$ cat src/design/mpq_pkg.sv
package mpq_pkg;

	// Queue geometry
	localparam int CAPACITY = 64;
	localparam int CNT_W    = $clog2(CAPACITY + 1);
	localparam int VAL_W    = 32;
	localparam int CNT_OUT_W = 7;

	// Operation codes carried on func
	typedef enum logic [1:0] {
		FUNC_INSERT  = 2'd0,
		FUNC_EXTRACT = 2'd1,
		FUNC_PEEK    = 2'd2,
		FUNC_RSVD    = 2'd3
	} func_t;

	// Result status codes
	typedef enum logic [1:0] {
		ST_OK    = 2'd0,
		ST_EMPTY = 2'd1,
		ST_FULL  = 2'd2,
		ST_RSVD  = 2'd3
	} status_t;

	// Broadcast command from the controller to every cell
	typedef struct packed {
		logic             ins;
		logic             ext;
		logic [VAL_W-1:0] value;
	} mpq_cmd_t;

	// What a cell shows its neighbors
	typedef struct packed {
		logic             valid;
		logic [VAL_W-1:0] value;
		logic             gt;
	} mpq_link_t;

endpackage

$ cat src/design/mpq_cell.sv
module mpq_cell (
	input  logic              clk,
	input  logic              arst_n,
	input  mpq_pkg::mpq_cmd_t  cmd,
	input  mpq_pkg::mpq_link_t up_link,
	input  mpq_pkg::mpq_link_t down_link,
	output mpq_pkg::mpq_link_t link
);
	import mpq_pkg::*;

	logic             valid_q;
	logic [VAL_W-1:0] value_q;
	logic             gt;

	// An empty slot counts as minus infinity: any new value beats it
	assign gt = !valid_q || ($signed(cmd.value) > $signed(value_q));

	assign link.valid = valid_q;
	assign link.value = value_q;
	assign link.gt    = gt;

	// Occupancy: shift down on insert, shift up on extract
	always_ff @(posedge clk or negedge arst_n) begin
		if (!arst_n) begin
			valid_q <= 1'b0;
		end else if (cmd.ins && gt) begin
			valid_q <= up_link.gt ? up_link.valid : 1'b1;
		end else if (cmd.ext) begin
			valid_q <= down_link.valid;
		end
	end

	// Stored value follows the same move as the occupancy bit
	always_ff @(posedge clk) begin
		if (cmd.ins && gt) begin
			value_q <= up_link.gt ? up_link.value : cmd.value;
		end else if (cmd.ext) begin
			value_q <= down_link.value;
		end
	end

endmodule
$ cat config.mk
export PLATFORM = sky130hd
export DESIGN_NAME = mpq_cell
export DESIGN_NICKNAME = d
export VERILOG_FILES = /design/src/design/mpq_pkg.sv /design/src/design/mpq_cell.sv
export SDC_FILE = /design/constraint.sdc
export NUM_CORES = 1
export LEC_CHECK = 0
export BUFFER_PORTS_ARGS = -buffer_cell sky130_fd_sc_hd__buf_4
export CORE_ASPECT_RATIO = 2
export CORE_MARGIN = 2
export CORE_UTILIZATION = 36
export CTS_CLUSTER_DIAMETER = 120
export CTS_CLUSTER_SIZE = 28
export DETAILED_ROUTE_END_ITERATION = 8
export PLACE_DENSITY = 0.67
export SETUP_SLACK_MARGIN = 0.1
export SLEW_MARGIN = 20
export SYNTH_ARGS = -nofsm -noshare
export SYNTH_HDL_FRONTEND = slang
export SYNTH_SLANG_ARGS = --single-unit
export TNS_END_PERCENT = 30
$ cat constraint.sdc
create_clock -name clk -period 4.47 [get_ports clk]
set_input_delay 0.894 -clock clk [delete_from_list [all_inputs] [get_ports clk]]
set_output_delay 0.894 -clock clk [all_outputs]
set_load 0.05 [all_outputs]
# After elaboration in Yosys (flattened, before gate mapping)

Cells that the tools add are included.

Register bits after elaboration: 33
Latch bits: 0
Memory bits (writable): 0
ROM bits: 0
Output and inout bits: 34
Logic and storage cells: 13
Memories: 0

$add $sub $neg: 0
Multipliers: 0
Div/mod/pow operators: 0
$lt $le $gt $ge: 1
Equal/unequal tests: 0
Shift operators: 0
Mux-type cells: 6
Bitwise gates (word level): 0
Reduce and logical (&&, ||, !) cells: 4

Operator list:

| operator            | count |
|---|---|
| 2-to-1 mux 32 bit   | 3 |
| > comparator 32 bit | 1 |
| 2-to-1 mux 1 bit    | 3 |
| nonzero test 2 bit  | 1 |
| logical AND 1 bit   | 1 |
| zero test 1 bit     | 1 |
| logical OR 1 bit    | 1 |

# Logic depth before layout (Yosys ltp)

Word-level depth: 4
Depth in mapped cells: 10
Depth with buffers taken out: 9

# Worst setup path after synthesis

No wires, ideal clock.

Path kind: input to register
From: in cmd[31] (netlist name)
To: reg value_q[0], enable pin
Library setup time: 0.330 ns
Arrival time: 3.358 ns
Data required time: 4.140 ns
Slack: 0.783 ns
Cell stages on the path: 9
Cells stage by stage: ha_1 > nand4_1 > or4_4 > nand2b_4 > and3_2 > a2bb2oi_2 > o311ai_2 > buf_6 > or2_2

Longest elaborated chain between the ends: 4

RTL lines:

| what                                | RTL line       | source |
|---|---|---|
| start, declared                     | mpq_cell.sv:4  | `input mpq_pkg::mpq_cmd_t cmd,` |
| > comparator 32 bit                 | mpq_cell.sv:16 | `assign gt = !valid_q \|\| ($signed(cmd.value) > $signed(value_q));` |
| logical OR 1 bit                    | mpq_cell.sv:16 |  |
| logical AND 1 bit                   | mpq_cell.sv:35 | `if (cmd.ins && gt) begin` |
| nonzero test 2 bit (no source line) | --             |  |
| end signal, assigned                | mpq_cell.sv:36 | `value_q <= up_link.gt ? up_link.value : cmd.value;` |
| end signal, assigned                | mpq_cell.sv:38 | `value_q <= down_link.value;` |
| end, declared                       | mpq_cell.sv:12 | `logic [VAL_W-1:0] value_q;` |

No other way between the ends.
A chain may end at the register's enable or synchronous reset.

==> results.sh <==
export IMPL_seq_area_frac_synth=0.351
export IMPL_ys_seq_elements=33
export IMPL_cts_setup_buffers=0
export IMPL_cts_buffer_depth=2
export IMPL_antenna_cells=0
export IMPL_stdcell_count=465
export IMPL_start_util=0.369
export IMPL_dieWidth_um=66.4
export IMPL_via_count=2236
export IMPL_status="finished clean"
export IMPL_synth_area_leaders="edfxtp_1, mux2_4, ha_1"
export IMPL_rsz0062_at_grt="false"
export IMPL_die_area_mm2=0.00856
export IMPL_finalSetupViolCount=0
export IMPL_drt_initial_drc_count=31
export IMPL_ios=138
export IMPL_wl_um=6940
export IMPL_clk_latency_ns=0.28
export IMPL_finalCritPeriodShare=0.874
export IMPL_crit_buf_inv=2
export IMPL_drt_first_pass_iters=4
export IMPL_netSwitchingPower_mw=1.01
export IMPL_yosysWarnings=0
export IMPL_finalHoldViolCount=0
export IMPL_cts_root_buf="clkbuf_16"
export IMPL_regArea_um2=986
export IMPL_grt_max_degree=35
export IMPL_slew_violations=0
export IMPL_cts_sinks=33
export IMPL_synth_top_cell_area_share=0.342
export IMPL_overflow=0
export IMPL_drv_cap=0
export IMPL_fin_ws_ns=0.564
export IMPL_die_h_um=129
export IMPL_crit_chain="buf_4, ha_1, nand4_1, or4_4, nor3_1, nor3_1, o21a_1, a21bo_2, buf_4"
export IMPL_fillers=703
export IMPL_cts_hold_buf=0
export IMPL_synth_top_area_cell="edfxtp_1"
export IMPL_cts_resized_gates=0
export IMPL_maxSlewHeadroom=0.467
export IMPL_skew_ns=0.00560
export IMPL_cp_end_kind="output pin"
export IMPL_ir_worst_vdd_v=0.000355
export IMPL_drive_gt1_frac=0.571
export IMPL_globalplace_congestion=0.736
export IMPL_p_sw_frac=0.445
export IMPL_core_mm2=0.00760
export IMPL_grt_pass1_wl_um=10800
export IMPL_final_setup_tns_ns=0
export IMPL_crit_fanout=6
export IMPL_areaGrowthSynthToFinish_pct=42.9
export IMPL_cp_top_family="simple AND/OR/NAND/NOR gates"
export IMPL_path_class="input pin to output pin"
export IMPL_antenna_found_initial=0
export IMPL_multi_input_area_mm2=0.00162
export IMPL_post_place_ws_ns=0.521
export IMPL_syn_area_mm2=0.00281
export IMPL_max_stage_delay_ns=0.58
export IMPL_startpoint_type="input pin"
export IMPL_portBuffers=136
export IMPL_postRouteAntennaNets=0
export IMPL_worstPathRequired_ns=3.58
export IMPL_dpl_cell_count=458
export IMPL_synth_avg_cell_area_um2=11.9
export IMPL_num_rows=45
export IMPL_p_per_area_mw_per_mm2=564
export IMPL_vias_per_cell=4.81
export IMPL_crit_path_top_delay_cell="or4_4"
export IMPL_nets=507
export IMPL_grt_pass1_vias=2357
export IMPL_clkTransAtPathRegs_ns=0.05
export IMPL_pwr_share_comb=0.608
export IMPL_htree_levels=2
export IMPL_cts_buffers=5
export IMPL_timing_hold_ws_ns=0.387
export IMPL_place_hpwl_um=5630
export IMPL_timing_fmax_mhz=256
export IMPL_wire_per_inst_um=14.9
export IMPL_crit_arrival_ns=3.01
export IMPL_cellInternalPower_mw=1.26
export IMPL_pwr_share_seq=0.252
export IMPL_drc=0
export IMPL_grt_usage=0.167
export IMPL_power_leakage_nw=1.98
export IMPL_cts_tree="yes"
export IMPL_synthesis_nets=372
export IMPL_tightest_slew_ns=0.800
export IMPL_p_clk_frac=0.140
export IMPL_fin_crit_ns=3.91
export IMPL_synthCells=236
export IMPL_ys_types=31
export IMPL_min_path_type="input pin to async pin"
-- layout by cell type, fill, tap and decap left out, types with 2 or more instances in the layout --
cell type  count
clkbuf_16      5
o211ai_1       2
nand3_1        3
nor2b_1        2
nand4_1        8
nor3_1         3
o21ai_0        6
mux2i_1        2
ha_1          32
nand2_1       10
mux2_2        35
buf_4        137
mux2_4        28
inv_1         35
edfxtp_1      32
a21oi_1       16
-- worst reg2reg max path, delay by kind of cell, from the launching register on --
kind,cells,cell delay (ns)
fa+ha+maj,1,0.39
buf+inv,2,0.62
compound gates,2,0.29
mux,1,0.41
simple gates,3,0.96
flops,1,0.35
-- Yosys cell counts --
master         instances
inv_1                 35
mux2_2                35
edfxtp_1              32
ha_1                  32
mux2_4                28
a21oi_1               16
nand2_1               10
nand4_1                8
o21ai_0                6
buf_6                  4
nand3_1                3
nor3_1                 3
buf_4                  2
dlygate4sd3_1          2
mux2i_1                2
nor2b_1                2
o211ai_1               2
a21bo_2                1
a21o_1                 1
a221oi_1               1
a2bb2oi_2              1
and3_2                 1
clkbuf_1               1
dfrtp_1                1
nand2b_4               1
nor4_1                 1
o21a_1                 1
o311ai_2               1
or2_2                  1
or3_1                  1
or4_4                  1
-- per-layer routing --
metal	part of all wire	global-route usage	wire length, um	up-vias
met5	0	0	0	-
met3	0.056	0.0306	386	6
li1	-	-	-	1135
met1	0.33	0.160	2290	1021
met2	0.60	0.339	4170	74
met4	0.014	0.0540	99	0
-- state kept, by name, indices dropped and copies added, names as in the netlist --
name	flops
valid_q	1
value_q	32
-- power groups by stage --
stage          clock, mW  sequential [mW]  combinational [mW]
2_1_floorplan          0            0.962               0.634
4_1_cts            0.330            0.573                1.40
5_1_grt            0.340            0.587                1.48
3_5_place_dp           0            0.578                1.40
3_3_place_gp           0            0.574                1.38
6_report           0.316            0.570                1.38
-- final cells by class --
cell class,count,area share
multi-input cells,159,0.403
repair buffers,137,0.256
flip-flops and latches,33,0.246
inverters,35,0.0327
clock buffers,6,0.0321
well taps,94,0.0293
clock inverters,1,0.000935
-- per-stage QoR --
| stage | util | power [mW] | instance area, um2 |
|---|---|---|---|
| 4_1_cts | 0.528 | 2.30 | 4010 |
| 6_report | 0.528 | 2.26 | 4010 |
| 3_5_place_dp | 0.510 | 1.98 | 3880 |
| 5_1_grt | 0.528 | 2.41 | 4010 |
| 2_1_floorplan | - | 1.60 | 2810 |
| 3_3_place_gp | 0.510 | 1.95 | 3880 |
-- path summary, 6_finish.rpt --
check / slack [ns] / from / endpoint / cells past startpoint
setup / recovery: 0.56 / cmd[31] / link[0] / 9
hold / removal: 0.39 / arst_n / valid_q / 1
max in group asynchronous: 4.00 / arst_n / valid_q / 1
min in group clk: 0.67 / valid_q / valid_q / 2
hold reg to reg: 0.67 / valid_q / valid_q / 2
setup reg to reg: 1.19 / value_q[31] / value_q[31] / 9
-- cell families (layout without fill, tap and decap cells) --
family                     count (synthesis)  in the layout  share of synthesized area
adders and majority gates                 32             32                      0.143
DFF                                       33             33                      0.351
muxes                                     65             65                      0.297
and+or+nand+nor                           32             32                     0.0646
buffers and inverters                     44            179                     0.0766
AOI/OAI and AO/OA                         30             30                     0.0677
(Power assumes the default switching activity.)
